<file path="src/hw/rtl/nsp_pkg.sv">
// Package for the note string parser: word types, command codes and defaults.
// Depends on nothing; every other file of the block imports it.
package nsp_pkg;

  // Input word: one character of the note string.
  typedef struct packed {
    logic [7:0] char_code;
    logic       last_char;
  } in_word_t;

  // Result word: one note event or one error report.
  typedef struct packed {
    logic [3:0]  command_code;
    logic [5:0]  shift_biased;
    logic [2:0]  octave;
    logic [6:0]  velocity;
    logic [10:0] length;
    logic        bad_char;
    logic        end_of_string;
  } out_word_t;

  // Register file contents.
  typedef struct packed {
    logic signed [5:0] start_shift;
    logic [2:0]        start_octave;
    logic [6:0]        default_velocity;
    logic [10:0]       default_length;
  } cfg_t;

  // Up to two results made by one character, queued together.
  typedef struct packed {
    out_word_t first;
    out_word_t second;
    logic      has_second;
  } out_pair_t;

  // Register indexes (byte address is 4 times the index).
  localparam int unsigned CfgAddrWidth = 4;
  typedef enum logic [1:0] {
    REG_START_SHIFT      = 2'd0,
    REG_START_OCTAVE     = 2'd1,
    REG_DEFAULT_VELOCITY = 2'd2,
    REG_DEFAULT_LENGTH   = 2'd3
  } reg_idx_t;

  localparam logic signed [5:0] START_SHIFT_RST      = 6'sd1;
  localparam logic [2:0]        START_OCTAVE_RST     = 3'd4;
  localparam logic [6:0]        DEFAULT_VELOCITY_RST = 7'd100;
  localparam logic [10:0]       DEFAULT_LENGTH_RST   = 11'd120;

  // Command codes; notes A..G are 0..6.
  localparam logic [3:0] CMD_NOTE_LAST = 4'd6;
  localparam logic [3:0] CMD_REST      = 4'd7;
  localparam logic [3:0] CMD_PLUS      = 4'd8;
  localparam logic [3:0] CMD_MINUS     = 4'd9;
  localparam logic [3:0] CMD_SHARP     = 4'd10;
  localparam logic [3:0] CMD_FLAT      = 4'd11;
  localparam logic [3:0] CMD_OCT_UP    = 4'd12;
  localparam logic [3:0] CMD_OCT_DOWN  = 4'd13;
  localparam logic [3:0] CMD_VEL       = 4'd14;
  localparam logic [3:0] CMD_MOD       = 4'd15;

  localparam int unsigned NSP_QUEUE_DEPTH = 2;

endpackage

</file>
<file path="src/hw/rtl/nsp_cfg_regs.sv">
// APB-style register file of the note string parser.
// Depends on nsp_pkg for cfg_t, register indexes and reset values.
module nsp_cfg_regs (
  input  logic                              clk,
  input  logic                              rst_n,
  input  logic                              psel,
  input  logic                              penable,
  input  logic                              pwrite,
  input  logic [nsp_pkg::CfgAddrWidth-1:0]  paddr,
  input  logic [31:0]                       pwdata,
  output logic [31:0]                       prdata,
  output logic                              pready,
  output nsp_pkg::cfg_t                     cfg
);
  import nsp_pkg::*;

  cfg_t     cfg_r;
  reg_idx_t idx;
  logic     wr_en;

  assign idx    = reg_idx_t'(paddr[3:2]);
  assign wr_en  = psel && penable && pwrite;
  assign pready = 1'b1;
  assign cfg    = cfg_r;

  always_ff @(posedge clk) begin
    if (!rst_n) begin
      cfg_r.start_shift      <= START_SHIFT_RST;
      cfg_r.start_octave     <= START_OCTAVE_RST;
      cfg_r.default_velocity <= DEFAULT_VELOCITY_RST;
      cfg_r.default_length   <= DEFAULT_LENGTH_RST;
    end else if (wr_en) begin
      unique case (idx)
        REG_START_SHIFT:      cfg_r.start_shift      <= pwdata[5:0];
        REG_START_OCTAVE:     cfg_r.start_octave     <= pwdata[2:0];
        REG_DEFAULT_VELOCITY: cfg_r.default_velocity <= pwdata[6:0];
        REG_DEFAULT_LENGTH:   cfg_r.default_length   <= pwdata[10:0];
        default: ;
      endcase
    end
  end

  always_comb begin
    unique case (idx)
      REG_START_SHIFT:      prdata = {26'd0, cfg_r.start_shift};
      REG_START_OCTAVE:     prdata = {29'd0, cfg_r.start_octave};
      REG_DEFAULT_VELOCITY: prdata = {25'd0, cfg_r.default_velocity};
      REG_DEFAULT_LENGTH:   prdata = {21'd0, cfg_r.default_length};
      default:              prdata = 32'd0;
    endcase
  end

endmodule

</file>
<file path="src/hw/rtl/nsp_parse.sv">
// Input register and single-pass parse step of the note string parser.
// Depends on nsp_pkg for word types and command codes.
module nsp_parse (
  input  logic                 clk,
  input  logic                 rst_n,
  input  logic                 in_valid,
  output logic                 in_stall,
  input  nsp_pkg::in_word_t    in_word,
  input  nsp_pkg::cfg_t        cfg,
  input  logic                 q_full,
  output logic                 q_push,
  output nsp_pkg::out_pair_t   q_pair
);
  import nsp_pkg::*;

  typedef enum logic [3:0] {
    PH_START = 4'b0001,
    PH_NOTE  = 4'b0010,
    PH_NUM   = 4'b0100,
    PH_IDLE  = 4'b1000
  } phase_t;

  localparam logic [7:0] CH_SPACE = 8'h20;
  localparam logic [7:0] CH_HASH  = 8'h23;
  localparam logic [7:0] CH_PLUS  = 8'h2B;
  localparam logic [7:0] CH_MINUS = 8'h2D;
  localparam logic [7:0] CH_ZERO  = 8'h30;
  localparam logic [7:0] CH_NINE  = 8'h39;
  localparam logic [7:0] CH_LT    = 8'h3C;
  localparam logic [7:0] CH_EQ    = 8'h3D;
  localparam logic [7:0] CH_GT    = 8'h3E;
  localparam logic [7:0] CH_A     = 8'h41;
  localparam logic [7:0] CH_G     = 8'h47;
  localparam logic [7:0] CH_R     = 8'h52;
  localparam logic [7:0] CH_LBR   = 8'h5B;
  localparam logic [7:0] CH_RBR   = 8'h5D;
  localparam logic [7:0] CH_M     = 8'h6D;
  localparam logic [7:0] CH_V     = 8'h76;
  localparam logic [10:0] NUM_MAX = 11'd2047;
  localparam logic [5:0]  SHIFT_ZERO = 6'd32;
  localparam logic [5:0]  SHIFT_TOP  = 6'd63;
  localparam logic [2:0]  OCT_TOP    = 3'd7;

  in_word_t   in_r;
  logic       in_full_r;
  phase_t     phase_r, phase_nxt;
  logic [3:0] pend_r, pend_nxt;
  logic [1:0] acc_cnt_r, acc_cnt_nxt;
  logic [10:0] num_r, num_nxt;
  logic       has_dig_r, has_dig_nxt;
  logic [5:0] shift_r, shift_nxt;
  logic [2:0] oct_r, oct_nxt;

  logic       fire;
  logic       is_digit, is_acc, pending, new_cmd, bad;
  logic [3:0] code;
  logic [14:0] num_wide;
  logic [1:0] n_res;
  out_word_t  res0, res1, bad_word;

  function automatic out_word_t emit_word(input logic [3:0] pcode, input logic [10:0] num,
                                          input logic has_dig, input logic [5:0] sh,
                                          input logic [2:0] oc, input cfg_t c);
    out_word_t  w;
    logic [6:0] num7;
    num7 = (num > 11'd127) ? 7'd127 : num[6:0];
    w.command_code  = pcode;
    w.shift_biased  = sh;
    w.octave        = oc;
    w.velocity      = c.default_velocity;
    w.length        = has_dig ? num : c.default_length;
    w.bad_char      = 1'b0;
    w.end_of_string = 1'b0;
    if (pcode == CMD_VEL) begin
      w.velocity = has_dig ? num7 : c.default_velocity;
      w.length   = c.default_length;
    end else if (pcode == CMD_MOD) begin
      w.velocity = has_dig ? num7 : 7'd0;
      w.length   = c.default_length;
    end
    return w;
  endfunction

  assign fire     = in_full_r && !q_full;
  assign in_stall = in_full_r && !fire;

  always_comb begin
    phase_nxt   = phase_r;
    pend_nxt    = pend_r;
    acc_cnt_nxt = acc_cnt_r;
    num_nxt     = num_r;
    has_dig_nxt = has_dig_r;
    shift_nxt   = shift_r;
    oct_nxt     = oct_r;
    n_res       = 2'd0;
    res0        = '0;
    res1        = '0;
    new_cmd     = 1'b0;
    bad         = 1'b0;
    code        = '0;
    num_wide    = '0;
    bad_word    = '0;

    is_digit = (in_r.char_code >= CH_ZERO) && (in_r.char_code <= CH_NINE);
    is_acc   = (in_r.char_code == CH_HASH) || (in_r.char_code == CH_EQ);

    // Reload shift and octave on the first character of a string.
    if (phase_r == PH_START) begin
      shift_nxt = {~cfg.start_shift[5], cfg.start_shift[4:0]};
      oct_nxt   = cfg.start_octave;
      phase_nxt = PH_IDLE;
    end
    pending = (phase_nxt == PH_NOTE) || (phase_nxt == PH_NUM);

    if (phase_nxt == PH_NOTE && is_acc && acc_cnt_r != 2'd3) begin
      if (in_r.char_code == CH_HASH) begin
        if (shift_nxt != SHIFT_TOP) shift_nxt = shift_nxt + 6'd1;
      end else begin
        if (shift_nxt != 6'd0) shift_nxt = shift_nxt - 6'd1;
      end
      acc_cnt_nxt = acc_cnt_r + 2'd1;
    end else if (pending && is_digit) begin
      num_wide = {1'b0, num_r, 3'b000} + {3'b000, num_r, 1'b0}
               + {11'd0, in_r.char_code[3:0]};
      num_nxt     = (num_wide > {4'd0, NUM_MAX}) ? NUM_MAX : num_wide[10:0];
      has_dig_nxt = 1'b1;
      phase_nxt   = PH_NUM;
    end else begin
      if (pending) begin
        res0      = emit_word(pend_r, num_r, has_dig_r, shift_nxt, oct_nxt, cfg);
        n_res     = 2'd1;
        phase_nxt = PH_IDLE;
      end
      new_cmd = 1'b1;
      if (in_r.char_code >= CH_A && in_r.char_code <= CH_G) begin
        code      = in_r.char_code[3:0] - CH_A[3:0];
        shift_nxt = SHIFT_ZERO;
      end else begin
        case (in_r.char_code)
          CH_SPACE: new_cmd = 1'b0;
          CH_R:     code = CMD_REST;
          CH_PLUS: begin
            code = CMD_PLUS;
            if (shift_nxt != SHIFT_TOP) shift_nxt = shift_nxt + 6'd1;
          end
          CH_MINUS: begin
            code = CMD_MINUS;
            if (shift_nxt != 6'd0) shift_nxt = shift_nxt - 6'd1;
          end
          CH_HASH: begin
            code = CMD_SHARP;
            if (shift_nxt != SHIFT_TOP) shift_nxt = shift_nxt + 6'd1;
          end
          CH_EQ: begin
            code = CMD_FLAT;
            if (shift_nxt != 6'd0) shift_nxt = shift_nxt - 6'd1;
          end
          CH_LBR, CH_LT: begin
            code = CMD_OCT_UP;
            if (oct_nxt != OCT_TOP) oct_nxt = oct_nxt + 3'd1;
          end
          CH_RBR, CH_GT: begin
            code = CMD_OCT_DOWN;
            if (oct_nxt != 3'd0) oct_nxt = oct_nxt - 3'd1;
          end
          CH_V:     code = CMD_VEL;
          CH_M:     code = CMD_MOD;
          default: begin
            new_cmd = 1'b0;
            bad     = 1'b1;
          end
        endcase
      end
      if (new_cmd) begin
        pend_nxt    = code;
        acc_cnt_nxt = 2'd0;
        num_nxt     = 11'd0;
        has_dig_nxt = 1'b0;
        phase_nxt   = (code <= CMD_NOTE_LAST) ? PH_NOTE : PH_NUM;
      end else if (bad) begin
        bad_word.shift_biased = shift_nxt;
        bad_word.octave       = oct_nxt;
        bad_word.bad_char     = 1'b1;
        if (n_res == 2'd0) res0 = bad_word;
        else res1 = bad_word;
        n_res = n_res + 2'd1;
      end
    end

    // End of string: flush the held command, mark the last result.
    if (in_r.last_char) begin
      if (phase_nxt == PH_NOTE || phase_nxt == PH_NUM) begin
        if (n_res == 2'd0) begin
          res0 = emit_word(pend_nxt, num_nxt, has_dig_nxt, shift_nxt, oct_nxt, cfg);
        end else begin
          res1 = emit_word(pend_nxt, num_nxt, has_dig_nxt, shift_nxt, oct_nxt, cfg);
        end
        n_res = n_res + 2'd1;
      end
      if (n_res == 2'd1) res0.end_of_string = 1'b1;
      if (n_res == 2'd2) res1.end_of_string = 1'b1;
      phase_nxt = PH_START;
    end
  end

  assign q_push            = fire && (n_res != 2'd0);
  assign q_pair.first      = res0;
  assign q_pair.second     = res1;
  assign q_pair.has_second = n_res[1];

  always_ff @(posedge clk) begin
    if (!rst_n) begin
      in_full_r <= 1'b0;
      phase_r   <= PH_START;
      pend_r    <= '0;
      acc_cnt_r <= '0;
      num_r     <= '0;
      has_dig_r <= 1'b0;
      shift_r   <= {~START_SHIFT_RST[5], START_SHIFT_RST[4:0]};
      oct_r     <= START_OCTAVE_RST;
    end else begin
      if (in_valid && !in_stall) begin
        in_full_r <= 1'b1;
      end else if (fire) begin
        in_full_r <= 1'b0;
      end
      if (fire) begin
        phase_r   <= phase_nxt;
        pend_r    <= pend_nxt;
        acc_cnt_r <= acc_cnt_nxt;
        num_r     <= num_nxt;
        has_dig_r <= has_dig_nxt;
        shift_r   <= shift_nxt;
        oct_r     <= oct_nxt;
      end
    end
  end

  always_ff @(posedge clk) begin
    if (in_valid && !in_stall) in_r <= in_word;
  end

endmodule

</file>
<file path="src/hw/rtl/nsp_pair_queue.sv">
// Parser result queue: holds result pairs, sends one word a cycle unless stalled.
// Depends on nsp_pkg for out_pair_t and out_word_t.
module nsp_pair_queue #(
  parameter int unsigned DEPTH = nsp_pkg::NSP_QUEUE_DEPTH
) (
  input  logic                clk,
  input  logic                rst_n,
  input  logic                push,
  input  nsp_pkg::out_pair_t  push_pair,
  output logic                full,
  output logic                out_valid,
  input  logic                out_stall,
  output nsp_pkg::out_word_t  out_word
);
  import nsp_pkg::*;

  localparam int unsigned PtrW = (DEPTH > 1) ? $clog2(DEPTH) : 1;
  localparam int unsigned CntW = $clog2(DEPTH + 1);
  localparam logic [PtrW-1:0] PtrLast = PtrW'(DEPTH - 1);

  out_pair_t         mem_r [DEPTH];
  logic [PtrW-1:0]   wr_ptr_r, rd_ptr_r;
  logic [CntW-1:0]   cnt_r;
  logic              sel_r;
  out_pair_t         head;
  logic              take, pop;

  assign head      = mem_r[rd_ptr_r];
  assign out_valid = (cnt_r != '0);
  assign full      = (cnt_r == CntW'(DEPTH));
  assign out_word  = sel_r ? head.second : head.first;
  assign take      = out_valid && !out_stall;
  assign pop       = take && (sel_r || !head.has_second);

  always_ff @(posedge clk) begin
    if (!rst_n) begin
      wr_ptr_r <= '0;
      rd_ptr_r <= '0;
      cnt_r    <= '0;
      sel_r    <= 1'b0;
    end else begin
      if (push) wr_ptr_r <= (wr_ptr_r == PtrLast) ? '0 : wr_ptr_r + 1'b1;
      if (pop)  rd_ptr_r <= (rd_ptr_r == PtrLast) ? '0 : rd_ptr_r + 1'b1;
      if (push && !pop) cnt_r <= cnt_r + 1'b1;
      else if (pop && !push) cnt_r <= cnt_r - 1'b1;
      if (take) sel_r <= !pop;
    end
  end

  always_ff @(posedge clk) begin
    if (push) mem_r[wr_ptr_r] <= push_pair;
  end

endmodule

</file>
<file path="src/hw/rtl/note_string_parser.sv">
// Top level of the note string parser: register file, parse stage, result queue.
// Depends on nsp_pkg, nsp_cfg_regs, nsp_parse and nsp_pair_queue.
//
//   channel | direction | handshake                  | word
//   in_     | input     | in_valid / in_stall        | in_word_t  (char_code, last_char)
//   out_    | output    | out_valid / out_stall      | out_word_t (command .. end_of_string)
//   cfg     | input     | psel penable pwrite pready | 32-bit registers at 4*index
//
// A character is accepted into the input register and parsed there in one
// pass once the queue has room, which writes zero, one or two results as
// one queue entry. The queue sends one word a cycle while out_stall is low,
// so the single output port sets the sustained rate: a character making two
// results sends two words.
// Reset is synchronous and active low; it clears the queue and restarts the
// string state. A stall on the output holds the word and fills the queue;
// the input stalls only when the queue is full and the input register is busy.
module note_string_parser #(
  parameter int unsigned QUEUE_DEPTH = nsp_pkg::NSP_QUEUE_DEPTH
) (
  input  logic                              clk,
  input  logic                              rst_n,
  input  logic                              in_valid,
  output logic                              in_stall,
  input  nsp_pkg::in_word_t                 in_word,
  output logic                              out_valid,
  input  logic                              out_stall,
  output nsp_pkg::out_word_t                out_word,
  input  logic                              psel,
  input  logic                              penable,
  input  logic                              pwrite,
  input  logic [nsp_pkg::CfgAddrWidth-1:0]  paddr,
  input  logic [31:0]                       pwdata,
  output logic [31:0]                       prdata,
  output logic                              pready
);
  import nsp_pkg::*;

  cfg_t      cfg;
  logic      q_full;
  logic      q_push;
  out_pair_t q_pair;

  // Configuration registers; the user must write them only while the parser is idle; the block does not enforce it.
  nsp_cfg_regs u_regs (
    .clk     (clk),
    .rst_n   (rst_n),
    .psel    (psel),
    .penable (penable),
    .pwrite  (pwrite),
    .paddr   (paddr),
    .pwdata  (pwdata),
    .prdata  (prdata),
    .pready  (pready),
    .cfg     (cfg)
  );

  // Hold one character, advance the string state and build its results.
  nsp_parse u_parse (
    .clk      (clk),
    .rst_n    (rst_n),
    .in_valid (in_valid),
    .in_stall (in_stall),
    .in_word  (in_word),
    .cfg      (cfg),
    .q_full   (q_full),
    .q_push   (q_push),
    .q_pair   (q_pair)
  );

  // Queue result pairs and drain them one word at a time.
  nsp_pair_queue #(
    .DEPTH (QUEUE_DEPTH)
  ) u_queue (
    .clk       (clk),
    .rst_n     (rst_n),
    .push      (q_push),
    .push_pair (q_pair),
    .full      (q_full),
    .out_valid (out_valid),
    .out_stall (out_stall),
    .out_word  (out_word)
  );

endmodule

</file>
<file path="config.mk">
export PLATFORM = sky130hd
export DESIGN_NAME = note_string_parser
export DESIGN_NICKNAME = d
export VERILOG_FILES = /design/src/hw/rtl/nsp_pkg.sv /design/src/hw/rtl/nsp_cfg_regs.sv /design/src/hw/rtl/nsp_parse.sv /design/src/hw/rtl/nsp_pair_queue.sv /design/src/hw/rtl/note_string_parser.sv
export SDC_FILE = /design/constraint.sdc
export NUM_CORES = 1
export LEC_CHECK = 0
export BUFFER_PORTS_ARGS = -buffer_cell sky130_fd_sc_hd__buf_4
export CORE_MARGIN = 2
export CORE_UTILIZATION = 50
export DETAILED_ROUTE_END_ITERATION = 12
export HOLD_SLACK_MARGIN = 0.06
export PLACE_DENSITY_LB_ADDON = 0.05
export SYNTH_ARGS = -nofsm -noshare
export SYNTH_HDL_FRONTEND = slang
export SYNTH_SLANG_ARGS = --single-unit
</file>
<file path="constraint.sdc">
create_clock -name clk -period 10.3 [get_ports clk]
set_clock_uncertainty 0.1 [all_clocks]
set_input_delay 2.575 -clock clk [delete_from_list [all_inputs] [get_ports clk]]
set_output_delay 2.575 -clock clk [all_outputs]
set_load 0.005 [all_outputs]
</file>
* After elaboration in Yosys (flattened, before gate mapping) *
Memories as Yosys holds them, arrays and structs flattened. A register that Yosys moved wholly into a read port is not among the register bits.
Cells that the tools add are included.

word-level totals
  output and inout bits = 68
  memories kept = 1
  bits in writable memories = 134
  input bits = 52
  register bits after elaboration = 73

cells by class
  reductions and logical operators = 47
  equal/unequal tests = 31
  muxes and demuxes = 100
  $add $sub $neg = 14
  $lt $le $gt $ge = 8
  bitwise operators = 1

memories
  memory         depth  width  read ports  clocked after Yosys merged registers in  write ports  line                  source
  u_queue.mem_r  2      67     1           1                                        1            nsp_pair_queue.sv:21  out_pair_t mem_r [DEPTH];

operator list
  cell                                                                     number
  33-bit two-way mux                                                       17
  32-bit one-hot mux with 4 select lines                                   1
  18-bit two-way mux                                                       4
  11-bit two-way mux                                                       6
  8-bit by 6-bit equality test with 1-bit output (second input constant)   7
  4-bit two-way mux                                                        12
  6-bit two-way mux                                                        7
  7-bit two-way mux                                                        6
  8-bit by 7-bit equality test with 1-bit output (second input constant)   5
  4-bit one-hot mux with 9 select lines                                    1
  29-bit two-way mux                                                       1
  2-bit two-way mux                                                        14
  11-bit by 7-bit > comparator with 1-bit output (second input constant)   2
  1-bit two-way mux                                                        22
  3-bit two-way mux                                                        7
  4-bit equality test (second input constant)                              4
  14-bit by 12-bit adder with 15-bit output                                1
  15-bit by 4-bit adder with 15-bit output                                 1
  15-bit by 11-bit > comparator with 1-bit output (second input constant)  1
  1-bit logical AND                                                        15
  6-bit one-hot mux with 2 select lines                                    1
  12-bit OR reduction                                                      1
  11-bit OR reduction                                                      1
  2-bit nonzero test                                                       5
  32 further kinds                                                         59

* Depth between registers and ports, before layout *
Gate-level depths: netlist of run 1.

  depth after elaboration = 23
  depth in mapped cells = 18
  gate-level depth less buffers = 16

* Hierarchy *
Synthesis of run 1 repeated with hierarchy kept, for this count alone.

second synthesis, totals
  cell total of the unflattened synthesis = 986
  area, all modules = 11338.4 um^2

by module, submodules not included
  module          cells an instance  seq. area each (um^2)  area each (um^2)  instances
  nsp_pair_queue  208                4144.0                 5123.7            1
  nsp_parse       623                910.9                  4739.5            1
  nsp_cfg_regs    155                540.5                  1475.2            1

* Worst setup path before layout of run 1 *
Ideal clock, no wire load.

  kind = input -> output
  from = in paddr[2] in the netlist's numbering
  to = out prdata[3]
  data required time = 7.625 ns
  slack = 3.964 ns
  buffers on the path = 2
  arrival time = 3.661 ns
  stages on the path = 4
  cell sequence = clkbuf_1 -> clkbuf_1 -> mux2_2 -> a22o_1

between the ends
  word-level cells in the longest chain between the ends = 2
  elaborated cells on any way between the ends = 5

ends and longest elaborated chain
  item                                         line                      source
  start, declared                              note_string_parser.sv:31  input logic [nsp_pkg::CfgAddrWidth-1:0] paddr,
  2-bit equality test (tied with other cells)  nsp_cfg_regs.sv:44        unique case (idx)
  32-bit one-hot mux with 4 select lines *     nsp_cfg_regs.sv:44
  end, declared                                note_string_parser.sv:33  output logic [31:0] prdata,

Every way passes the cells marked *; elsewhere a longest branch is shown, timed or not. The select of a mux whose other input is x is not followed.

* Worst setup path after layout of run 1 *
  from = in paddr[2] in the netlist's numbering
  to = out prdata[5]

The elaborated chain is that of the path after synthesis.

==> results of run 1 <==
==> flip-flops by register name, summed over array words and instances (netlist names), named ones only <==
signal	cells
u_parse.acc_cnt_r	2
u_regs.cfg	27
u_parse.in_r	9
u_parse.pend_r	4
u_queue.mem_r	134
u_queue.cnt_r	2
u_parse.phase_r	4
u_parse.num_r	11
u_parse.in_full_r	1
u_parse.has_dig_r	1
u_parse.shift_r	6
u_queue.rd_ptr_r	1
u_queue.sel_r	1
u_parse.oct_r	3
u_queue.wr_ptr_r	1
==> cells in the final DEF (no fill, tap or decap), types with 8 or more instances in the layout <==
cell type	instances
nand2_1	91
mux4_2	36
a31oi_1	12
o22ai_1	14
nor2_1	74
nand3_1	37
dfxtp_1	64
nor3b_1	10
mux2_2	10
o211ai_1	13
and2_1	11
ha_1	36
clkbuf_16	23
a211oi_1	9
o32ai_1	8
a21boi_0	12
buf_4	83
xnor2_1	8
edfxtp_1	143
o21ai_0	72
mux2i_1	42
a21oi_1	40
nor2b_1	31
conb_1	22
nor3_1	20
and3_1	13
inv_1	25
==> metal layers <==
metal  vias to the layer above  global-route usage
li1                       3973                   -
met1                      4015               0.385
met2                       314               0.332
met3                        47              0.0304
met4                         0              0.0760
met5                         -                   0
==> where the power goes <==
part           switching, mW  total (mW)  internal (mW)
combinational          0.240       0.474          0.233
sequential            0.0370       0.997          0.960
clock                  0.334       0.859          0.525
==> area by class of cell <==
class / instances / area, sq um
flip-flops and latches: 208 / 5600
clock inverters: 15 / 185
repair buffers: 83 / 623
fillers: 1903 / 9680
well taps: 285 / 357
inverters: 25 / 93.8
clock buffers: 27 / 611
multi-input cells: 739 / 5430
==> critical path, cell delays in order <==
cell and delay, ps:
buf_4 200, mux2_2 370, a22o_1 180, buf_4 130
==> cells by family (layout without fill, tap and decap cells) <==
group / Yosys count / after routing / synth area share
AND/OR/NAND/NOR: 329 / 329 / 0.145
AO/OA/AOI/OAI: 247 / 247 / 0.150
flip-flops: 208 / 208 / 0.489
buffers and inverters: 104 / 150 / 0.0433
multiplexers: 88 / 88 / 0.118
adder cells (fa/ha/maj): 38 / 38 / 0.0429
XOR/XNOR: 15 / 15 / 0.0115
other: 2 / 22 / 0.000657
==> worst paths after layout <==
check / from / endpoint / slack [ps]
max: paddr[2] / prdata[5] / 4160
min: u_parse.shift_r[3] / u_parse.shift_r[3] / 380
max reg2reg: u_parse.in_r[4] / u_queue.mem_r[0][11] / 4900
min reg2reg: u_parse.shift_r[3] / u_parse.shift_r[3] / 380
==> metrics.cfg, run 1 <==
[clock_network]
cts_made_buffers = 23
cts_setup_buffers = 0
cts_max_level = 1
cts.reportedPaths.clkPinSlew_ps = 60
clock_path_buffers = 3
clk_latency_ps = 530
post_cts_resized = 0
cts_root_buf = clkbuf_16
cts_tree = yes
cts.sinks = 208
ctsHoldBuffers = 0

[synthesis]
yosys_warnings = 0
synth.most_common_cell = edfxtp_1
ys_types = 82
ys.flop_type = edfxtp_1
netlist_instances = 1031
yosysTopAreaCellShare = 0.376
yosysTopAreaCell = edfxtp_1
ys_ff_latch = 208
synth_edf_count = 143
synthTopCellsByCount = edfxtp_1, nand2_1, nor2_1, o21ai_0, dfxtp_1
synth_area_leaders = edfxtp_1, dfxtp_1, mux4_2
syn_area_per_cell_sq_um = 11.1
ys_seq_area_frac = 0.489
syn_area_sq_mm = 0.0114
synthArstFlopShare = 0

[worst_setup_path]
cp.required_ps = 7630
crit_type = input pin to output pin
setup.worst_path.start_class = input pin
r2r_cells = 12
arrival_ps = 3460
end_kind = output pin
crit_fanout = 16

[layout]
drive_above_1_share = 0.172
fin_util = 0.571
nNetsFinal = 1170
instances_no_fill = 1382
diodes = 0
area_growth_pct = 12.7
finish.instance_area_sq_mm = 0.0129

[sta]
hold_ws_ps = 379
fin_crit_ps = 6140
finalSetupViolCount = 0
rsz0062_at_grt = false
max_freq_mhz = 163
finalMaxSlewViolations = 0
tightest_slew_ps = 1070
hold_viol = 0
relSlewSlack = 0.283
setup_slack_ps = 4160
finalCritPeriodShare = 0.596
fin_setup_tns_ps = 0

[outcome]
status = finished, final reports clean

[floorplan]
initial_core_util = 0.507
die_w_microns = 155
rows = 55
io_pins = 120
fp.dieH_microns = 155
coreArea_sq_mm = 0.0226
die_area_sq_mm = 0.0241

[detailed_routing]
ant_nets = 0
drc = 0
routed_wl_microns = 28500
routed.top_layer = met4
num_vias = 8349
drtIter0Drc = 820
first_pass_iters = 5
dr_wl_met3_microns = 1880
post_drt_wl_per_cell_microns = 20.6
met1_length_microns = 14000
wl_met2_microns = 11700
via_per_inst = 6.04

[global_route]
grt_max_degree = 68
grt_pass1_wl_microns = 44800
grt_antenna_before_repair = 0
grt_pass1_vias = 7731
grt.overflow.total = 0
grt_usage = 0.239

[pwr]
p_leak_nw = 4.68
p_per_area_mw_per_mm2 = 181
power_mw = 2.33
peakVddDrop_mv = 0.155

[placed_design]
dpl.hpwl_microns = 20300
dp_slack_ps = 4160
port_buffers = 74
gp_congestion = 0.920
numPlacedInstances = 1340
placed_area_sq_mm = 0.0121

[hold_path]
hold_path_class = register to register
hold_depth = 2

[flow_run]
drv_cap = 0

No activity file was read; power rests on OpenSTA's default activity.
==> run 2, diff against run 1 <==
--- a/config.mk
+++ b/config.mk
@@ -5,6 +5,7 @@
 export SDC_FILE = /design/constraint.sdc
 export NUM_CORES = 1
 export LEC_CHECK = 0
+export ABC_AREA = 1
 export BUFFER_PORTS_ARGS = -buffer_cell sky130_fd_sc_hd__buf_4
 export CORE_MARGIN = 2
 export CORE_UTILIZATION = 50
==> constraint.sdc (replaced) <==
create_clock -name clk -period 5.5 [get_ports clk]
set_clock_uncertainty 0.1 [all_clocks]
set_input_delay 1.375 -clock clk [delete_from_list [all_inputs] [get_ports clk]]
set_output_delay 1.375 -clock clk [all_outputs]
set_load 0.005 [all_outputs]
==> metrics.cfg, run 2 <==
[outcome]
status = finished, final reports clean

[worst_setup_path]
startpoint = u_parse.in_r[2]
arrival_ps = 4560  ; +1100 ps
cp.required_ps = 5590  ; -2040 ps
path_buf_inv = 6  ; +4
critPathMostFrequentCell = inv_1
crit_type = register to register
reg2reg_from = u_parse.in_r[2]
crit_fanout = 44  ; +28
end_kind = register
max_stage_delay_ps = 460  ; +90 ps
cp_top_family = simple AND/OR/NAND/NOR gates
slowest_stage = edfxtp_1
setup.worst_path.start_class = register
path_cells = inv_1, ha_1, inv_1, nand2_1, nor3_4, nor2_4, nor2_8, nand2_1, nor2_1, ha_1, inv_1, nor2_1, inv_1, ha_1, a31oi_1, nand3_1, nand3_1, inv_2, buf_12

[layout]
fill_cells = 2225  ; +17%
area_growth_pct = 12.5
diodes = 0  ; unchanged
nNetsFinal = 1587  ; +36%
drive_above_1_share = 0.138  ; -0.0343
layout.cells.most_common = nand2_1
final_cell_mix = nand2_1, nor2_1, inv_1
multi_input_area_sq_mm = 0.00539  ; -0.62%
top_register = u_queue.mem_r
regArea_sq_mm = 0.00560  ; unchanged
largest_reg_flops = 134  ; unchanged

[clock_network]
cts_root_buf = clkbuf_16
ctsHoldBuffers = 0  ; unchanged
cts_tree = yes
cts_setup_buffers = 0  ; unchanged
clk_latency_ps = 520  ; about the same
cts_made_buffers = 24  ; +4.3%
cts_max_level = 1  ; unchanged
post_cts_resized = 0  ; unchanged
cts.reportedPaths.clkPinSlew_ps = 60  ; about the same
cts.sinks = 208  ; unchanged
clock_path_buffers = 3  ; unchanged

[synthesis]
yosysTopAreaCellShare = 0.360  ; -0.0153
syn_area_sq_mm = 0.0119  ; +4.2%
synth_edf_count = 143  ; unchanged
ys_types = 48  ; -41%
netlist_instances = 1448  ; +40%
yosys_warnings = 0  ; unchanged
ys.flop_type = edfxtp_1
yosysTopAreaCell = edfxtp_1
synth.most_common_cell = nand2_1
synthArstFlopShare = 0  ; unchanged
ys_seq_area_frac = 0.469  ; -0.0199
synth_area_leaders = edfxtp_1, dfxtp_1, nand2_1
syn_area_per_cell_sq_um = 8.23  ; -26%
ys_ff_latch = 208  ; unchanged
synthTopCellsByCount = nand2_1, nor2_1, inv_1, o21ai_0, edfxtp_1

[flow_run]
drv_cap = 0  ; unchanged

[global_route]
grt_usage = 0.251  ; +0.0121
grt_pass1_wl_microns = 49000  ; +9.4%
grt_max_degree = 68  ; unchanged
grt_pass1_vias = 9013  ; +17%
grt_antenna_before_repair = 0  ; unchanged
grt.overflow.total = 0  ; unchanged

[pwr]
peakVddDrop_mv = 0.250  ; +61%
p_per_area_mw_per_mm2 = 349  ; +93%
p_leak_nw = 5.73  ; +22%

[detailed_routing]
num_vias = 9898  ; +19%
drtIter0Drc = 785  ; -4.3%
drc = 0  ; unchanged
via_per_inst = 5.40  ; -11%
ant_nets = 0  ; unchanged
post_drt_wl_per_cell_microns = 17.0  ; -18%
first_pass_iters = 5  ; unchanged
routed_wl_microns = 31100  ; +9.0%

[placed_design]
gp_congestion = 0.921  ; about the same
dp_slack_ps = 1020  ; -3140 ps
dpl.hpwl_microns = 22500  ; +11%
port_buffers = 74  ; unchanged

[floorplan]
rows = 56  ; +1.8%
io_pins = 120  ; unchanged
coreArea_sq_mm = 0.0234  ; +3.7%
fp.dieH_microns = 158  ; +2.0%
die_w_microns = 158  ; +2.0%
die_area_sq_mm = 0.0251  ; +4.1%
initial_core_util = 0.509  ; +0.00271

[sta]
finalSetupViolCount = 0  ; unchanged
fin_crit_ps = 4470
hold_viol = 0  ; unchanged
rsz0062_at_grt = false
tightest_slew_ps = 1130  ; +61.8 ps
finalCritPeriodShare = 0.812
setup_slack_ps = 1030  ; -3130 ps
fin_setup_tns_ps = 0  ; unchanged
relSlewSlack = 0.247  ; -0.0359
max_freq_mhz = 224
finalMaxSlewViolations = 0  ; unchanged

[hold_path]
hp-start = u_queue.rd_ptr_r
hold_path_class = register to register

==> run 2: cell families (layout without fill, tap and decap cells) <==
group                      count (synthesis)  after routing  synth area share
xor gates and xnor gates                  13             13           0.00955
and+or+nand+nor                          635            635             0.247
DFF                                      208            208             0.469
adders and majority gates                 38             38            0.0412
other                                      2             22          0.000630
AOI/OAI and AO/OA                        312            312             0.147
buffers and inverters                    240            287            0.0856
==> run 2: power by group <==
part	switching [mW]	internal, mW
clock network	0.624	0.921
registers	0.0746	1.80
logic	0.800	0.458
==> run 2: area by class of cell <==
cell class                 count  area share
sequential                   208       0.417
multi-input combinational   1020       0.402
clock inverter                10     0.00681
clock buffer                  34      0.0513
timing repair buffer          82      0.0478
tap                          319      0.0298
inverter                     161      0.0451
==> run 2: worst register-to-register path, stage by stage (launching register included) <==
cell and delay [ps]:
edfxtp_1 460, inv_1 120, ha_1 230, inv_1 140, nand2_1 100, nor3_4 170
nor2_4 120, nor2_8 170, nand2_1 90, nor2_1 350, ha_1 220, inv_1 40
nor2_1 260, inv_1 110, ha_1 310, a31oi_1 90, nand3_1 130, nand3_1 110
inv_2 460, buf_12 330
==> run 2: routing by layer <==
layer	GRT usage	vias to the layer above	share of wire
li1	-	4969	-
met1	0.382	4616	0.49
met2	0.380	278	0.43
met3	0.0316	35	0.057
met4	0.0613	0	0.023
met5	0	-	0
==> run 2: worst paths after layout <==
check                           slack [ps]  cells after the start                    to
worst max register to register        1030                     19  u_queue.mem_r[1][36]
worst min register to register         370                      1              register
worst min-delay path                   370                      1              register
worst max-delay path                  1030                     19  u_queue.mem_r[1][36]
==> run 2: metrics by stage <==
stage                     cell area, sq um  instances  total power [mW]  utilization  hold WS [ps]
after CTS                            13400       1834              4.70        0.573           360
after global placement               12600       1790              3.14        0.540           337
after detailed placement             12600       1790              3.16        0.540           355
final                                13400       1834              4.68        0.573           365
after floorplan                      12000       1468              2.72            -           326
after global routing                 13400       1834              4.94        0.573           391
